==> src/design/che_pkg.sv <==
// ----------------------------------------------------------------------------
// che_pkg
// Shared constants, types and helpers of the cubic Hermite spline evaluator.
// ----------------------------------------------------------------------------
package che_pkg;

  // table size and fixed-point format
  localparam int MAX_KNOTS = 64;
  localparam int FRAC_BITS = 16;
  localparam int KAW       = $clog2(MAX_KNOTS);

  // field and datapath widths
  localparam int XW     = 32;                   // external Q16.16 fields
  localparam int DW     = XW + 1;               // knot differences
  localparam int IW     = 63 - FRAC_BITS;       // clipped intermediates
  localparam int NW     = IW - 1 + FRAC_BITS;   // dividend magnitude
  localparam int CNT_W  = 7;                    // knot_count register
  localparam int CFG_AW = 3;

  // intermediate saturation bound
  localparam logic signed [63:0] IBOUND   = (64'sd1 <<< (62 - FRAC_BITS)) - 64'sd1;
  localparam logic signed [63:0] IBOUND_N = -IBOUND;

  // register map
  localparam int REG_KNOT_COUNT = 0;

  // request kinds
  localparam logic KIND_LOAD = 1'b0;
  localparam logic KIND_EVAL = 1'b1;

  // derivative orders
  localparam logic [1:0] ORD_VALUE  = 2'd0;
  localparam logic [1:0] ORD_FIRST  = 2'd1;
  localparam logic [1:0] ORD_SECOND = 2'd2;
  localparam logic [1:0] ORD_THIRD  = 2'd3;

  typedef struct packed {
    logic signed [XW-1:0] pos;
    logic signed [XW-1:0] val;
    logic signed [XW-1:0] slope;
  } knot_t;

  typedef struct packed {
    logic signed [IW-1:0] value;
    logic                 sat;
  } fx_res_t;

  // symmetric clip to the intermediate bound
  function automatic fx_res_t clip_fx(input logic signed [63:0] v);
    fx_res_t r;
    if (v > IBOUND) begin
      r.value = IBOUND[IW-1:0];
      r.sat   = 1'b1;
    end else if (v < IBOUND_N) begin
      r.value = IBOUND_N[IW-1:0];
      r.sat   = 1'b1;
    end else begin
      r.value = v[IW-1:0];
      r.sat   = 1'b0;
    end
    return r;
  endfunction

endpackage

==> src/design/che_mul.sv <==
// ----------------------------------------------------------------------------
// che_mul
// Fixed-point multiply (a * b) >> FRAC_BITS on magnitudes, clipped to the
// intermediate bound. Two partial products through one multiplier.
// ----------------------------------------------------------------------------
module che_mul import che_pkg::*; (
  input  logic                 clk,
  input  logic                 rst_n,
  input  logic                 start,
  input  logic signed [DW-1:0] a,
  input  logic signed [IW-1:0] b,
  output logic                 done,
  output fx_res_t              res
);

  localparam int BL = (IW - 1) / 2;
  localparam int BH = IW - 1 - BL;
  localparam int PW = DW + IW - 1;

  logic             busy_r, busy_nxt;
  logic             ph_r, ph_nxt;
  logic             done_r, done_nxt;
  logic             neg_r;
  logic [DW-1:0]    am_r;
  logic [IW-2:0]    bm_r;
  logic [PW-1:0]    acc_r;
  logic [BH-1:0]    bpart;
  logic [DW+BH-1:0] prod;
  logic             ovf;
  logic [IW-2:0]    mag;

  // control
  always_comb begin
    busy_nxt = busy_r;
    ph_nxt   = ph_r;
    done_nxt = 1'b0;
    if (!busy_r && start) begin
      busy_nxt = 1'b1;
      ph_nxt   = 1'b0;
    end else if (busy_r && !ph_r) begin
      ph_nxt = 1'b1;
    end else if (busy_r) begin
      busy_nxt = 1'b0;
      done_nxt = 1'b1;
    end
  end

  always_ff @(posedge clk) begin
    if (!rst_n) begin
      busy_r <= 1'b0;
      ph_r   <= 1'b0;
      done_r <= 1'b0;
    end else begin
      busy_r <= busy_nxt;
      ph_r   <= ph_nxt;
      done_r <= done_nxt;
    end
  end

  // partial product, low half then high half of b
  assign bpart = ph_r ? BH'(bm_r[IW-2:BL]) : BH'(bm_r[BL-1:0]);
  assign prod  = am_r * bpart;

  always_ff @(posedge clk) begin
    if (!busy_r && start) begin
      neg_r <= a[DW-1] ^ b[IW-1];
      am_r  <= a[DW-1] ? DW'(-a) : a;
      bm_r  <= b[IW-1] ? (IW-1)'(-b) : b[IW-2:0];
    end else if (busy_r && !ph_r) begin
      acc_r <= PW'(prod);
    end else if (busy_r) begin
      acc_r <= acc_r + (PW'(prod) << BL);
    end
  end

  // scale, clip and sign
  assign ovf       = |acc_r[PW-1:FRAC_BITS+IW-1];
  assign mag       = ovf ? '1 : acc_r[FRAC_BITS+IW-2:FRAC_BITS];
  assign res.value = neg_r ? -$signed({1'b0, mag}) : $signed({1'b0, mag});
  assign res.sat   = ovf;
  assign done      = done_r;

endmodule

==> config.mk <==
export PLATFORM = sky130hd
export DESIGN_NAME = che_mul
export DESIGN_NICKNAME = d
export VERILOG_FILES = /design/src/design/che_pkg.sv /design/src/design/che_mul.sv
export SDC_FILE = /design/constraint.sdc
export NUM_CORES = 2
export LEC_CHECK = 0
export CORE_ASPECT_RATIO = 1.5
export CORE_MARGIN = 4
export CORE_UTILIZATION = 50
export CTS_CLUSTER_SIZE = 20
export DETAILED_ROUTE_END_ITERATION = 6
export DONT_BUFFER_PORTS = 1
export PLACE_DENSITY = 0.67
export SLEW_MARGIN = 30
export SYNTH_ARGS = -nofsm -noshare
export SYNTH_HDL_FRONTEND = slang
export SYNTH_SLANG_ARGS = --single-unit
==> constraint.sdc <==
create_clock -name clk -period 23.3 [get_ports clk]
set_clock_uncertainty 0.15 [all_clocks]
set_input_delay 4.66 -clock clk [delete_from_list [all_inputs] [get_ports clk]]
set_output_delay 4.66 -clock clk [all_outputs]
set_load 0.01 [all_outputs]
# --- Word-level counts from Yosys, hierarchy flattened ---
# Cells that the tools add are included.
classes:
  multipliers: 1
  eq_ne: 1
  reduce_logical: 9
  addsub: 4
  n_shift: 0
  div: 0
  n_lt_le_gt_ge: 0
  bitwise: 3
  mux: 10
op_table:
  columns: ["op", "n"]
  rows:
  - ["$mux 46", 2]
  - ["$add 79x79->79", 1]
  - ["$mux 79", 1]
  - ["$mul 33x23->56", 1]
  - ["$mux 56", 1]
  - ["$mux 47", 1]
  - ["$neg 46->47", 1]
  - ["$neg 46->46", 1]
  - ["$neg 33->33", 1]
  - ["$mux 32", 1]
  - ["$mux 23", 1]
  - ["$reduce_or 17->1", 1]
  - ["$mux 1", 3]
  - ["$reduce_or 3->1", 1]
  - ["$logic_and 1x1->1", 2]
  - ["$logic_not 1->1", 2]
  - ["$ne 2x2->1 const B", 1]
  - ["$not 1->1", 2]
  - ["$reduce_and 2->1", 1]
  - ["$reduce_bool 2->1", 1]
  - ["$reduce_or 2->1", 1]
  - ["$xor 1x1->1", 1]
word_totals:
  output_inout_bits: 49
  latchBits: 0
  mem_bits_rw: 0
  reg_bits: 162
  romBits: 0
  mem_count: 0

# --- Longest topological paths before layout ---
depth:
  depth_word: 5
  depth_mapped: 40
  mapped_depth_nobuf: 37

# --- Least setup slack after synthesis ---
# OpenSTA, ideal clock, no wires.
synth_timing:
  path_kind: "reg2reg"
  startpoint: "reg ph_r"
  endpoint: "reg acc_r[71] (data pin)"
  stages_incl_launch_ff: 38
  path_buffers: 4
  t_arrival_ns: 8.964
  setup_ns: 0.269
  period_less_slack_ns: 9.383
  path_slack_ns: 13.917
  path_cell_list: "dfxtp_1 -> clkbuf_1 -> clkbuf_1 -> mux2_2 -> clkbuf_1 -> and2_1 -> fa_1 -> fa_1 -> inv_1 -> fa_1 -> inv_1 -> fa_1 -> inv_1 -> fa_1 -> inv_1 -> fa_1 -> inv_1 -> fa_1 -> [2 not listed] -> a21oi_1 -> o21ai_0 -> a31oi_1 -> o21ai_0 -> a41oi_1 -> o21ai_0 -> xor2_1 -> ha_1 -> buf_1 -> inv_1 -> o21ai_0 -> a221oi_1 -> o311ai_0 -> nor3_1 -> o21ai_0 -> nor4_1 -> o41ai_1 -> mux2i_1"
synth_via:
  elab_chain_len: 4
synth_lines:
  columns: ["item", "line", "rtl"]
  rows:
  - ["start: declaration", "che_mul.sv:21", "logic ph_r, ph_nxt;"]
  - ["start signal: assignment", "che_mul.sv:55", "ph_r <= ph_nxt;"]
  - ["$mux 23", "che_mul.sv:61", "assign bpart = ph_r ? BH'(bm_r[IW-2:BL]) : BH'(bm_r[BL-1:0]);"]
  - ["$mul 33x23->56", "che_mul.sv:62", "assign prod = am_r * bpart;"]
  - ["$add 79x79->79", "che_mul.sv:72", "acc_r <= acc_r + (PW'(prod) << BL);"]
  - ["$mux 79", "che_mul.sv:71", "end else if (busy_r) begin"]
  - ["end signal: assignment", "che_mul.sv:70", "acc_r <= PW'(prod);"]
  - ["end signal: assignment", "che_mul.sv:72", null]
  - ["end: declaration", "che_mul.sv:26", "logic [PW-1:0] acc_r;"]
# Several ways; a longest one is shown, not always the timed one. The select of a mux whose other input is x is not followed.
# A chain may end at the register's enable or synchronous reset.

# --- Worst setup path after layout ---
# Ends and elaborated chain as after synthesis.

==> impl_metrics.toml <==
[outcome]
status = "finished, final reports clean"

[sta]
finalHoldViolations = 0
setup_viol = 0
drv_slew = 0
slew_headroom_pct = 31.6
worstMarginPinSlew_ps = 1030
period_minus_slack_ps = 10690
tns_ps = 0
rsz0062_at_grt = "false"
finalCritPeriodShare_pct = 45.9
fmax_mhz = 93.6

[setup_path]
r2r_end = "acc_r[71]$_SDFFCE_PP0P_"
reg2reg_from = "ph_r$_SDFFE_PP0P_"
crit_path_end_kind = "flip-flop"
worstPathArrival_ps = 10780
crit_path_start_kind = "flip-flop"
path_buf_inv = 6
path_delay_family = "adder cells"
cpPeakStageDelay_ps = 710
crit_fanout = 33
crit_required_ps = 23400
cpMaxStageDelayCell = "dfxtp_2"
criticalPathCategory = "reg -> reg"
crit_start = "ph_r$_SDFFE_PP0P_"
rr_worst_depth = 33
crit_top_cell = "fa_1"
reg2reg_slack_ps = 12610

[flow_run]
drv_cap = 0

[global_routing]
grt_remaining_overflow = 0
grt_pass1_vias = 29200
grt_max_degree = 63
grt.total_usage_pct = 27.5
grt_pass1_wl_um = 162000
antenna_found_initial = 0

[yosys]
synth_nets = 4970
ys_async_sr_fraction_pct = 0
synth.avg_cell_area_um2 = 8.85
synthDistinctLibCells = 67
ys.warnings.count = 0
synthCells = 3992
ys_ff_latch = 146
synthesis.area_um2 = 35300
yosysSeqAreaShare_pct = 12.3
synth_edf_count = 143
synth_ff_type = "edfxtp_1"

[layout]
final_common_cell = "inv_1"
final_cell_mix = "inv_1 (704), nand2_1 (657), fa_1 (649)"
layout-drive-gt1-share_pct = 3.39
nets = 4829
diodes = 0
area_delta_synth_final_pct = 4.14
fillers = 6541

[drt]
ant_nets = 0
vias = 27400
initialDrtViolationCount = 2010
wire_per_inst_um = 21.0
viasPerCell = 5.75
routed_wl_um = 100000
drc_errors = 0
drt_pass1_iterations = 5

[place]
io_buffers = 0
hpwlAfterDp_um = 81200
place.gp.congestion = 0.956

[worst_hold_path]
holdPathEnd = "done$_SDFF_PP0_"
min_path_cells = 1
hold_class = "reg -> reg"
worstHoldStart = "ph_r$_SDFFE_PP0P_"

[cts]
cts_made_buffers = 17
postCtsSetupBuffers = 0
insertion_delay_ps = 510
cts_buffer_depth = 2
cts-resized-gates = 0
cts_tree = "built"
cts_htree_levels = 4
clk_pin_slew_ps = 70
hold_buffers = 0
cts-root-buf = "clkbuf_16"
cts.sinks = 146

[die]
die_h_um = 334
row_count = 119
die_w_um = 225
start_util_pct = 50.4
fp.dieArea_um2 = 75000
core_area_um2 = 70100
num_io_pins = 132
[cell type report]
class	count	area (µm²)	area share (%)
Multi-Input combinational cell	2939	27600	75.0
Timing Repair Buffer	41	484	1.32
Tap cell	907	1130	3.09
Clock buffer	17	425	1.16
Clock inverter	14	158	0.429
Inverter	706	2650	7.21
Sequential cell	146	4360	11.8
[how the worst max path moves through the flow]
stage,cells after the start,to,slack [ps]
floorplan,37,acc_r[71]$_SDFFCE_PP0P_,13920
global placement,30,acc_r[52]$_DFFE_PP_,12250
detailed placement,29,acc_r[71]$_SDFFCE_PP0P_,12750
CTS,33,acc_r[71]$_SDFFCE_PP0P_,12670
global route,34,acc_r[75]$_SDFFCE_PP0P_,12050
finish,33,acc_r[71]$_SDFFCE_PP0P_,12610
[worst register-to-register path: cells and delay by family (launching register included)]
kind / cells / cell delay (ps)
xor+xnor: 1 / 410
flops: 1 / 710
fa+ha+maj: 9 / 4270
buf+inv: 6 / 350
compound gates: 9 / 2360
simple gates: 6 / 1360
mux: 2 / 840
[cells in the mapped netlist (40+ instances only)]
cell / count / area (µm²)
inv_1: 705 / 2650
nand2_1: 659 / 2470
fa_1: 649 / 13000
and2_1: 285 / 1780
ha_1: 246 / 3080
clkbuf_1: 194 / 728
a21oi_1: 148 / 741
edfxtp_1: 143 / 4290
o21ai_0: 140 / 701
nor2_1: 134 / 503
xnor2_1: 133 / 1160
a21o_1: 56 / 420
xor2_1: 50 / 438
nor3_1: 40 / 200
[cells by family after synthesis]
group	Yosys count	share of synthesized area [%]
AOI/OAI and AO/OA	539	9.74
xor gates and xnor gates	184	4.60
and+or+nand+nor	1288	17.1
adders and majority gates	895	45.5
buffers and inverters	907	9.65
muxes	33	1.05
DFF	146	12.3
[per-stage QoR]
step	hold WS, ps	utilization, %	std cells	cell area [µm²]	worst slack (ps)
after global routing	679	52.4	4770	36800	12050
after global placement	640	51.0	4710	35800	12250
after detailed placement	623	51.5	4732	36100	12750
after CTS	633	52.3	4763	36700	12670
final	624	52.4	4770	36800	12610
after floorplan	348	-	3992	35300	13920
[sequential cells by signal (all words and copies together) (netlist names)]
register,flops
acc_r,63
am_r,33
bm_r,46
busy_r,1
done,1
neg_r,1
ph_r,1
[layer usage]
layer	up-vias	GRT usage (%)	routed length, µm
met5	-	0	0
met4	0	10.8	4320
met3	240	4.19	5890
met2	965	48.7	51500
met1	13900	33.5	38600
li1	12300	-	-
Power is not shown: default switching activity piles up to over one toggle a cycle in this logic, so the estimate is an artifact.
