$ cat config.mk
export PLATFORM = sky130hd
export DESIGN_NAME = che_div
export DESIGN_NICKNAME = d
export VERILOG_FILES = /design/src/design/che_pkg.sv /design/src/design/che_div.sv
export SDC_FILE = /design/constraint.sdc
export NUM_CORES = 1
export LEC_CHECK = 0
export BUFFER_PORTS_ARGS = -buffer_cell sky130_fd_sc_hd__buf_2
export CORE_ASPECT_RATIO = 0.75
export CORE_MARGIN = 5
export CORE_UTILIZATION = 35
export CTS_CLUSTER_DIAMETER = 60
export CTS_CLUSTER_SIZE = 10
export DETAILED_ROUTE_END_ITERATION = 12
export PLACE_DENSITY = 0.52
export SYNTH_ARGS = -nofsm -noshare
export SYNTH_HDL_FRONTEND = slang
export SYNTH_SLANG_ARGS = --single-unit
export TNS_END_PERCENT = 30
$ cat constraint.sdc
create_clock -name clk -period 4.1 [get_ports clk]
set_input_delay 0.205 -clock clk [delete_from_list [all_inputs] [get_ports clk]]
set_output_delay 0.205 -clock clk [all_outputs]
set_load 0.05 [all_outputs]
$ cat src/design/che_pkg.sv
// ----------------------------------------------------------------------------
// che_pkg
// Shared constants, types and helpers of the cubic Hermite spline evaluator.
// ----------------------------------------------------------------------------
package che_pkg;

  // table size and fixed-point format
  localparam int MAX_KNOTS = 64;
  localparam int FRAC_BITS = 16;
  localparam int KAW       = $clog2(MAX_KNOTS);

  // field and datapath widths
  localparam int XW     = 32;                   // external Q16.16 fields
  localparam int DW     = XW + 1;               // knot differences
  localparam int IW     = 63 - FRAC_BITS;       // clipped intermediates
  localparam int NW     = IW - 1 + FRAC_BITS;   // dividend magnitude
  localparam int CNT_W  = 7;                    // knot_count register
  localparam int CFG_AW = 3;

  // intermediate saturation bound
  localparam logic signed [63:0] IBOUND   = (64'sd1 <<< (62 - FRAC_BITS)) - 64'sd1;
  localparam logic signed [63:0] IBOUND_N = -IBOUND;

  // register map
  localparam int REG_KNOT_COUNT = 0;

  // request kinds
  localparam logic KIND_LOAD = 1'b0;
  localparam logic KIND_EVAL = 1'b1;

  // derivative orders
  localparam logic [1:0] ORD_VALUE  = 2'd0;
  localparam logic [1:0] ORD_FIRST  = 2'd1;
  localparam logic [1:0] ORD_SECOND = 2'd2;
  localparam logic [1:0] ORD_THIRD  = 2'd3;

  typedef struct packed {
    logic signed [XW-1:0] pos;
    logic signed [XW-1:0] val;
    logic signed [XW-1:0] slope;
  } knot_t;

  typedef struct packed {
    logic signed [IW-1:0] value;
    logic                 sat;
  } fx_res_t;

  // symmetric clip to the intermediate bound
  function automatic fx_res_t clip_fx(input logic signed [63:0] v);
    fx_res_t r;
    if (v > IBOUND) begin
      r.value = IBOUND[IW-1:0];
      r.sat   = 1'b1;
    end else if (v < IBOUND_N) begin
      r.value = IBOUND_N[IW-1:0];
      r.sat   = 1'b1;
    end else begin
      r.value = v[IW-1:0];
      r.sat   = 1'b0;
    end
    return r;
  endfunction

endpackage

$ cat src/design/che_div.sv
// ----------------------------------------------------------------------------
// che_div
// Radix-2 restoring divider: (num << FRAC_BITS) / den, truncated toward zero,
// clipped to the intermediate bound. One quotient bit per cycle.
// ----------------------------------------------------------------------------
module che_div import che_pkg::*; (
  input  logic                 clk,
  input  logic                 rst_n,
  input  logic                 start,
  input  logic signed [IW-1:0] num,
  input  logic signed [DW-1:0] den,
  output logic                 done,
  output fx_res_t              res
);

  localparam int CW = $clog2(NW);

  logic          busy_r, busy_nxt;
  logic          done_r, done_nxt;
  logic          neg_r;
  logic [CW-1:0] cnt_r;
  logic [NW-1:0] dvd_r;
  logic [DW-1:0] dsr_r;
  logic [DW-1:0] rem_r;
  logic [DW:0]   trial;
  logic          ge;
  logic [IW-2:0] num_mag;
  logic [DW-1:0] den_mag;
  logic          q_ovf;
  logic [IW-2:0] q_mag;

  // operand magnitudes
  assign num_mag = num[IW-1] ? (IW-1)'(-num) : num[IW-2:0];
  assign den_mag = den[DW-1] ? DW'(-den) : den;

  // trial subtract
  assign trial = {rem_r, dvd_r[NW-1]};
  assign ge    = (trial >= {1'b0, dsr_r});

  // control
  always_comb begin
    busy_nxt = busy_r;
    done_nxt = 1'b0;
    if (!busy_r && start) begin
      busy_nxt = 1'b1;
    end else if (busy_r && (cnt_r == '0)) begin
      busy_nxt = 1'b0;
      done_nxt = 1'b1;
    end
  end

  always_ff @(posedge clk) begin
    if (!rst_n) begin
      busy_r <= 1'b0;
      done_r <= 1'b0;
    end else begin
      busy_r <= busy_nxt;
      done_r <= done_nxt;
    end
  end

  // shift and subtract datapath, quotient bits enter at the bottom
  always_ff @(posedge clk) begin
    if (!busy_r && start) begin
      neg_r <= num[IW-1] ^ den[DW-1];
      dvd_r <= {num_mag, {FRAC_BITS{1'b0}}};
      dsr_r <= den_mag;
      rem_r <= '0;
      cnt_r <= CW'(NW - 1);
    end else if (busy_r) begin
      rem_r <= ge ? DW'(trial - {1'b0, dsr_r}) : trial[DW-1:0];
      dvd_r <= {dvd_r[NW-2:0], ge};
      cnt_r <= cnt_r - 1'b1;
    end
  end

  // clip and sign
  assign q_ovf     = |dvd_r[NW-1:IW-1];
  assign q_mag     = q_ovf ? '1 : dvd_r[IW-2:0];
  assign res.value = neg_r ? -$signed({1'b0, q_mag}) : $signed({1'b0, q_mag});
  assign res.sat   = q_ovf;
  assign done      = done_r;

endmodule

### Yosys cells after proc, flatten, opt, wreduce, memory -nomap -nowiden

Index checks and enable logic that the tools add are counted.

* flip-flop bits (word level): 137
* input bits: 83
* output and inout bits: 49
* logic and storage cells: 35

* add/sub/neg operators: 5
* order comparisons: 1
* multiplexer cells: 10
* bitwise gates (word level): 2
* reductions and logical operators: 8

Operator list (number)
* 2-to-1 mux 62 bit: 2
* 2-to-1 mux 46 bit: 2
* 2-to-1 mux 47 bit: 1
* negation 46 -> 47 bit: 1
* negation 46 bit: 1
* greater-or-equal comparator 34 x 33 -> 1 bit: 1
* 2-to-1 mux 33 bit: 1
* negation 33 bit: 1
* subtractor 33 bit: 1
* 2-to-1 mux 32 bit: 1
* OR reduction 16 bit: 1
* zero test 6 bit: 1
* subtractor 6 x 1 -> 6 bit (second input constant): 1
* nonzero test 2 bit: 2
* 2-to-1 mux 1 bit: 3
* logical AND 1 bit: 2
* OR reduction 2 bit: 1
* zero test 1 bit: 1
* NOT 1 bit: 1
* bitwise XOR 1 bit: 1

### Logic depth before layout (Yosys ltp)

Gate-level depths: netlist of the first run.

* depth in word-level cells: 4
* mapped depth: 16

### Worst setup path before layout of the first run

OpenSTA, ideal clock, no wires.

* kind: reg-to-output
* start: reg dvd_r[61]
* end: out res[43] in the netlist's numbering
* data arrival time: 4.000 ns
* data required time: 3.895 ns
* setup slack: -0.105 ns
* cell stages (with the launch flop): 15
* path buffers: 3
* cell sequence: edfxtp_1 nor4_1 and4_1 clkbuf_1 inv_1 clkbuf_1 clkbuf_1 nor2_1 ha_1 nand2_1 nor3_1 and4_1 nand2_1 nor3_1 o311ai_0

RTL lines
* start: declaration: line che_div.sv:22 `logic [NW-1:0] dvd_r;`
* start signal: assignment: line che_div.sv:66 `dvd_r <= {num_mag, {FRAC_BITS{1'b0}}};`
* start signal: assignment: line che_div.sv:72 `dvd_r <= {dvd_r[NW-2:0], ge};`
* end: declaration: line che_div.sv:13 `output fx_res_t res`

==> results.toml, run 1 <==
[cts]
clock_latency_ns = 0.42
h-tree-depth = 4
clkSlewWorstSetupHoldPaths_ns = 0.06
cts_buffers = 17
cts.path.max_buffers = 2
cts.sinks = 137
cts_tree = "built"
root_buffer = "clkbuf_16"

[setup_path]
timing.rr.end = "rem_r[32]"
ff2ff_path_depth = 13
crit_path_frequent_cell = "or4_4"
path_cells = "or4_4 -> or4_4 -> or3_4 -> nor4_4 -> nand3_2 -> or2_1 -> o31ai_1 -> xor2_1 -> clkbuf_4"
cp.required_ns = 3.89
cp_top_family = "simple AND/OR/NAND/NOR gates"
crit_path_start_kind = "flop"
cpMaxStageDelayCell = "or4_4"
worst_setup_path_end_kind = "output port"
critPathBufInv = 1
critPathMaxStageDelay_ns = 0.59
cp.arrival_ns = 3.72
crit_fanout = 4
path_class = "flop to output port"
worst-r2r-setup-slack_ns = 0.66
r2r-start = "dvd_r[61]"

[floorplanning]
fp.dieH_um = 155
core_sq_um = 27900
fp.dieArea_sq_um = 31500
initial_utilization = 0.352
std_cell_rows = 53
chipWidth_um = 203
boundaryPins = 132

[timing]
slew_headroom = 0.298
fmax_mhz = 255
slew_viol_final = 0
finalCriticalPeriod_ns = 3.92
worst_slack_ns = 0.176
finClkSkew_ns = 0.0106
setup_violations = 0
worstMarginPinSlew_ns = 1.05
rsz0062_at_grt = "no"
timing.final.crit_share = 0.957
hold_viol_final = 0
timing.hold.ws_ns = 0.0449

[yosys]
ys_ff_latch = 137
syn_avg_cell_area_sq_um = 8.37
ys_seq_area_frac = 0.361
synth_area_leaders = "edfxtp_1, dfxtp_1, o21ai_0, nand2_1, xor2_1"
synthTopCellsByCount = "nand2_1, o21ai_0, edfxtp_1"
yosysUniqueCellTypes = 64
synth_area_leader_cell = "edfxtp_1"
synth_top_area_frac = 0.245
synth_edf_count = 80
synthCells = 1172
syn_area_sq_um = 9810
synth.most_common_cell = "nand2_1"
syn_nets = 1294
yosys_most_used_dff = "edfxtp_1"
async_flop_share = 0
yosys_warnings = 0

[power_and_ir_drop]
p_per_area_nw_per_um2 = 344
seqPwrFrac = 0.423
comb_power_share = 0.183
p_leak_nw = 4.58
clockPowerShare = 0.394
power.internal_w = 0.00272
switchingPower_w = 0.00123
swShare = 0.311
ir_worst_vdd_uv = 271

[final_layout]
diodes = 0
fill_cells = 2847
multiInputGateArea_sq_um = 5850
syn_to_final_growth_pct = 16.9
utilization = 0.412
drive_gt1_frac = 0.160
seqCellArea_sq_um = 3550
fin_nets = 1402

[hold_path]
hold_path_depth = 1
worstHoldStart = "den[0]"
hold_path_class = "primary input to flop"
hold_end = "dsr_r[0]"

[grt]
grt_pass1_vias = 8257
grt_pass1_wl_um = 45600
antenna_found_initial = 0
grt_max_degree = 69
track_usage = 0.178
grt_overflow_total = 0

[placed_design]
gp_congestion = 0.844
io_buffers = 131
pre_cts_ws_ns = 0.313
dp_hpwl_um = 21500

[route]
drt-total-wl_um = 28800
postRouteAntennaNets = 0
drt_iter0_drc = 665
first_pass_iters = 6
wl_per_cell_um = 17.5
route.detailed.drc = 0
vias = 8928
drt-vias-per-instance = 5.41

[status]
status = "complete, no violations"

[job]
maxCapViolCount = 0
==> state kept, by name, summed over array words and instances, names as in the netlist <==
| name | count |
|---|---|
| dvd_r | 62 |
| dsr_r | 33 |
| rem_r | 33 |
| cnt_r | 6 |
| busy_r | 1 |
| done | 1 |
| neg_r | 1 |
==> worst register-to-register path: cells and delay by family (launching register included) <==
kind / cells / cell delay, ns
buf+inv: 2 / 0.14
mux: 1 / 0.29
flops: 1 / 0.43
compound gates: 7 / 1.86
simple gates: 1 / 0.11
fa+ha+maj: 2 / 0.55
==> per-layer routing <==
metal	wire length [um]	global-route usage	vias to the layer above	part of all wire
met3	1060	0.0248	14	0.037
met5	0	0	-	0
li1	-	-	4501	-
met4	168	0.0302	0	0.0058
met2	11700	0.244	188	0.41
met1	15900	0.294	4225	0.55
==> cells in the final DEF (no fill, tap or decap), types with 5 or more instances in the layout <==
master,n
or4_1,13
buf_2,127
and3_1,8
or3_1,18
nand3_1,13
clkbuf_16,17
a21oi_1,53
o311ai_0,13
mux2_2,6
edfxtp_1,80
a22o_1,20
o21bai_1,8
a31oi_1,10
or2_2,6
o31ai_1,25
inv_1,62
dfxtp_1,56
nand4_1,11
nor4_1,14
o21ai_0,157
xnor2_1,61
a32oi_1,6
o41ai_1,13
nand2b_1,24
clkinv_4,5
o21a_1,6
a21o_1,9
buf_4,16
ha_1,38
xor2_1,65
nor2_1,59
a22oi_1,6
nand2_1,159
nor3_1,29
==> layout make-up <==
type | count | area share
tap | 357 | 0.0390
inverter | 63 | 0.0206
clock inverter | 15 | 0.0144
timing repair buffer | 146 | 0.0692
multi-input combinational | 915 | 0.510
clock buffer | 17 | 0.0371
sequential | 137 | 0.309
==> kinds of logic (layout without fill, tap and decap cells) <==
logic type | after synthesis | count (layout) | synth area share
fa+ha+maj | 39 | 39 | 0.0505
mux | 7 | 7 | 0.00791
compound gates | 355 | 355 | 0.227
simple gates | 388 | 388 | 0.195
buf+inv | 120 | 241 | 0.0464
flops | 137 | 137 | 0.361
xor+xnor | 126 | 126 | 0.113
==> what timing repair did <==
action	4_1_cts	5_1_grt
resized for setup	2	11
pin swaps	1	0
setup endpoints to repair	2	6
hold endpoints to repair	1	0
buffers inserted	1	0
hold buffers	1	0
==> power by group through the flow <==
stage          registers, W  clock network [W]  logic, W
2_1_floorplan       0.00165                  0  0.000511
3_3_place_gp        0.00169                  0  0.000718
3_5_place_dp        0.00170                  0  0.000716
4_1_cts             0.00167            0.00159  0.000722
5_1_grt             0.00168            0.00164  0.000793
6_report            0.00167            0.00155  0.000725
==> how the worst max path moves through the flow <==
stage | endpoint | slack [ns] | from | cells past startpoint
floorplan | res[41] | -0.06 | dvd_r[61] | 15
global placement | res[42] | 0.47 | dvd_r[24] | 9
detailed placement | res[46] | 0.31 | dvd_r[24] | 10
CTS | res[42] | 0.08 | dvd_r[24] | 9
global route | res[42] | 0.01 | dvd_r[24] | 9
finish | res[42] | 0.18 | dvd_r[24] | 9
==> metrics by stage <==
step / std cells / area, sq um / power (W) / TNS (ns)
after global placement: 1616 / 10800 / 0.00241 / 0
after global routing: 1650 / 11500 / 0.00412 / 0
after CTS: 1650 / 11400 / 0.00398 / 0
final: 1650 / 11500 / 0.00395 / 0
after detailed placement: 1616 / 10800 / 0.00241 / 0
after floorplan: 1172 / 9810 / 0.00216 / -0.0612
Note: power is estimated with default switching activity, not from simulation.
==> run 2: changes to the inputs <==
--- a/config.mk
+++ b/config.mk
@@ -9,10 +9,12 @@
 export CORE_ASPECT_RATIO = 0.75
 export CORE_MARGIN = 5
 export CORE_UTILIZATION = 35
+export CTS_BUF_LIST = sky130_fd_sc_hd__clkbuf_2
 export CTS_CLUSTER_DIAMETER = 60
 export CTS_CLUSTER_SIZE = 10
 export DETAILED_ROUTE_END_ITERATION = 12
 export PLACE_DENSITY = 0.52
+export SETUP_SLACK_MARGIN = 0.5
 export SYNTH_ARGS = -nofsm -noshare
 export SYNTH_HDL_FRONTEND = slang
 export SYNTH_SLANG_ARGS = --single-unit
==> results.toml, run 2 (synthesis gave the netlist of run 1 again) <==
[status]
status = "finished with violations"
violations = "negative setup slack"

[floorplanning]
chipWidth_um = 203
boundaryPins = 132
initial_utilization = 0.352
fp.dieArea_sq_um = 31500
fp.dieH_um = 155
std_cell_rows = 53
core_sq_um = 27900

[timing]
setup_tns_ns = -0.0342
finalCriticalPeriod_ns = 4.13
timing.final.crit_share = 1.01
slew_viol_final = 0
worst_slack_ns = -0.0342
fmax_mhz = 242
setup_violations = 1
hold_viol_final = 0
worstMarginPinSlew_ns = 1.03
slew_headroom = 0.313
finClkSkew_ns = 0.0384
rsz0062_at_grt = "yes"

[cts]
cts_tree = "built"
clkSlewWorstSetupHoldPaths_ns = 0.23
clock_latency_ns = 0.74
cts.path.max_buffers = 2
cts_buffers = 17
root_buffer = "clkbuf_2"
cts.sinks = 137
h-tree-depth = 4

[placed_design]
io_buffers = 131
dp_hpwl_um = 21400
gp_congestion = 0.863

[power_and_ir_drop]
seqPwrFrac = 0.475
comb_power_share = 0.247
ir_worst_vdd_uv = 199
p_per_area_nw_per_um2 = 279
swShare = 0.336
switchingPower_w = 0.00118
clockPowerShare = 0.278
power.total_w = 0.00352
power.internal_w = 0.00234
p_leak_nw = 5.00

[grt]
antenna_found_initial = 2
grt_overflow_total = 0
use_met1 = 0.295
grt_pass1_vias = 8963
gr-max-usage-layer = "met1"
use_met2 = 0.269
grtUsageMet3 = 0.0279
track_usage = 0.188
grt_max_degree = 75
grt_pass1_wl_um = 48400

[route]
drt_iter0_drc = 768
wl_per_cell_um = 17.2
drt-vias-per-instance = 5.37
vias = 9463
route.detailed.drc = 0
drt-total-wl_um = 30300
first_pass_iters = 5
postRouteAntennaNets = 0

[final_layout]
drive_gt1_frac = 0.181
largest_reg_flops = 62
fill_cells = 2735
largest-register = "dvd_r"
syn_to_final_growth_pct = 28.8
final_cell_mix = "nand2_1, o21ai_0, dlygate4sd3_1"
fin_nets = 1513
reg.largest.list = "dvd_r x62, dsr_r x33, rem_r x33"
final_common_cell = "nand2_1"

[setup_path]
r2r-start = "dvd_r[61]"
crit_fanout = 4
path_class = "flop to output port"
cp.arrival_ns = 3.93
worst_setup_path_end_kind = "output port"
timing.rr.end = "rem_r[32]"
cp.required_ns = 3.89
worst-r2r-setup-slack_ns = 0.56
crit_path_start_kind = "flop"
ff2ff_path_depth = 13

[hold_path]
worstHoldStart = "den[32]"
hold_path_class = "primary input to flop"
hold_end = "dsr_r[1]"
hold_path_depth = 3

[job]
maxCapViolCount = 0
==> run 2: cell types whose count changed in the layout (fill, tap and decap cells not counted), sizes merged <==
cell	delta
bufinv	+2
clkbuf	+1
diode	+2
clkinv	-4
buf	+7
dlygate4sd3	+105
==> run 2: layer usage <==
layer  up-vias  part of all wire
met2       250              0.42
li1       4722                 -
met5         -                 0
met1      4455              0.52
met4         0             0.016
met3        36             0.045
==> run 2: worst max-delay path, cell delays in order, from the launching register on <==
cell and delay (ns):
edfxtp_1 0.47, or4_4 0.55, or4_4 0.44, or3_4 0.42, nor4_4 0.18, nand3_2 0.15, or2_4 0.31, o31ai_4 0.19
xor2_1 0.26, buf_4 0.25
==> run 2: final cells by class <==
cell class              count  area (sq um)  share of cell area
clock inverters            13           191              0.0152
flip-flops and latches    137          3550               0.281
repair buffers            257          1980               0.157
diodes                      2          5.00            0.000396
well taps                 357           447              0.0354
multi-input cells         915          6120               0.484
inverters                  63           241              0.0191
clock buffers              19          95.1             0.00753
==> run 2: metrics by stage <==
| stage | hold slack, ns | instance area (sq um) | utilization | setup WS [ns] | instances |
|---|---|---|---|---|---|
| final | 0.119 | 12600 | 0.454 | -0.0342 | 1763 |
| after floorplan | 0.304 | 9810 | - | 0.0422 | 1172 |
| after detailed placement | 0.428 | 10800 | 0.388 | 0.306 | 1615 |
| after CTS | 0.0356 | 12500 | 0.448 | -0.0787 | 1758 |
| after global routing | 0.0892 | 12600 | 0.454 | -0.199 | 1763 |
| after global placement | 0.428 | 10800 | 0.388 | 0.436 | 1615 |
==> run 2: power by group through the flow <==
stage,logic (W),clock network [W],registers [W]
after global placement,0.000723,0,0.00169
after CTS,0.000851,0.00100,0.00167
after floorplan,0.000511,0,0.00165
after detailed placement,0.000724,0,0.00169
final,0.000869,0.000978,0.00167
after global routing,0.000946,0.00106,0.00169
==> run 2: how the worst max path moves through the flow <==
stage,start,to
finish,dvd_r[24],res[42]
global route,dvd_r[24],res[42]
CTS,dvd_r[24],res[42]
detailed placement,dvd_r[24],res[46]
global placement,dvd_r[24],res[46]
floorplan,dvd_r[61],res[27]
==> run 2: repair_timing <==
| item | 4_1_cts | 5_1_grt |
|---|---|---|
| pin swaps | 25 | 16 |
| hold buffers | 106 | 0 |
| hold endpoints to repair | 96 | 0 |
| setup endpoints to repair | 39 | 42 |
| setup buffers | 5 | 3 |
| gates resized for setup | 82 | 37 |
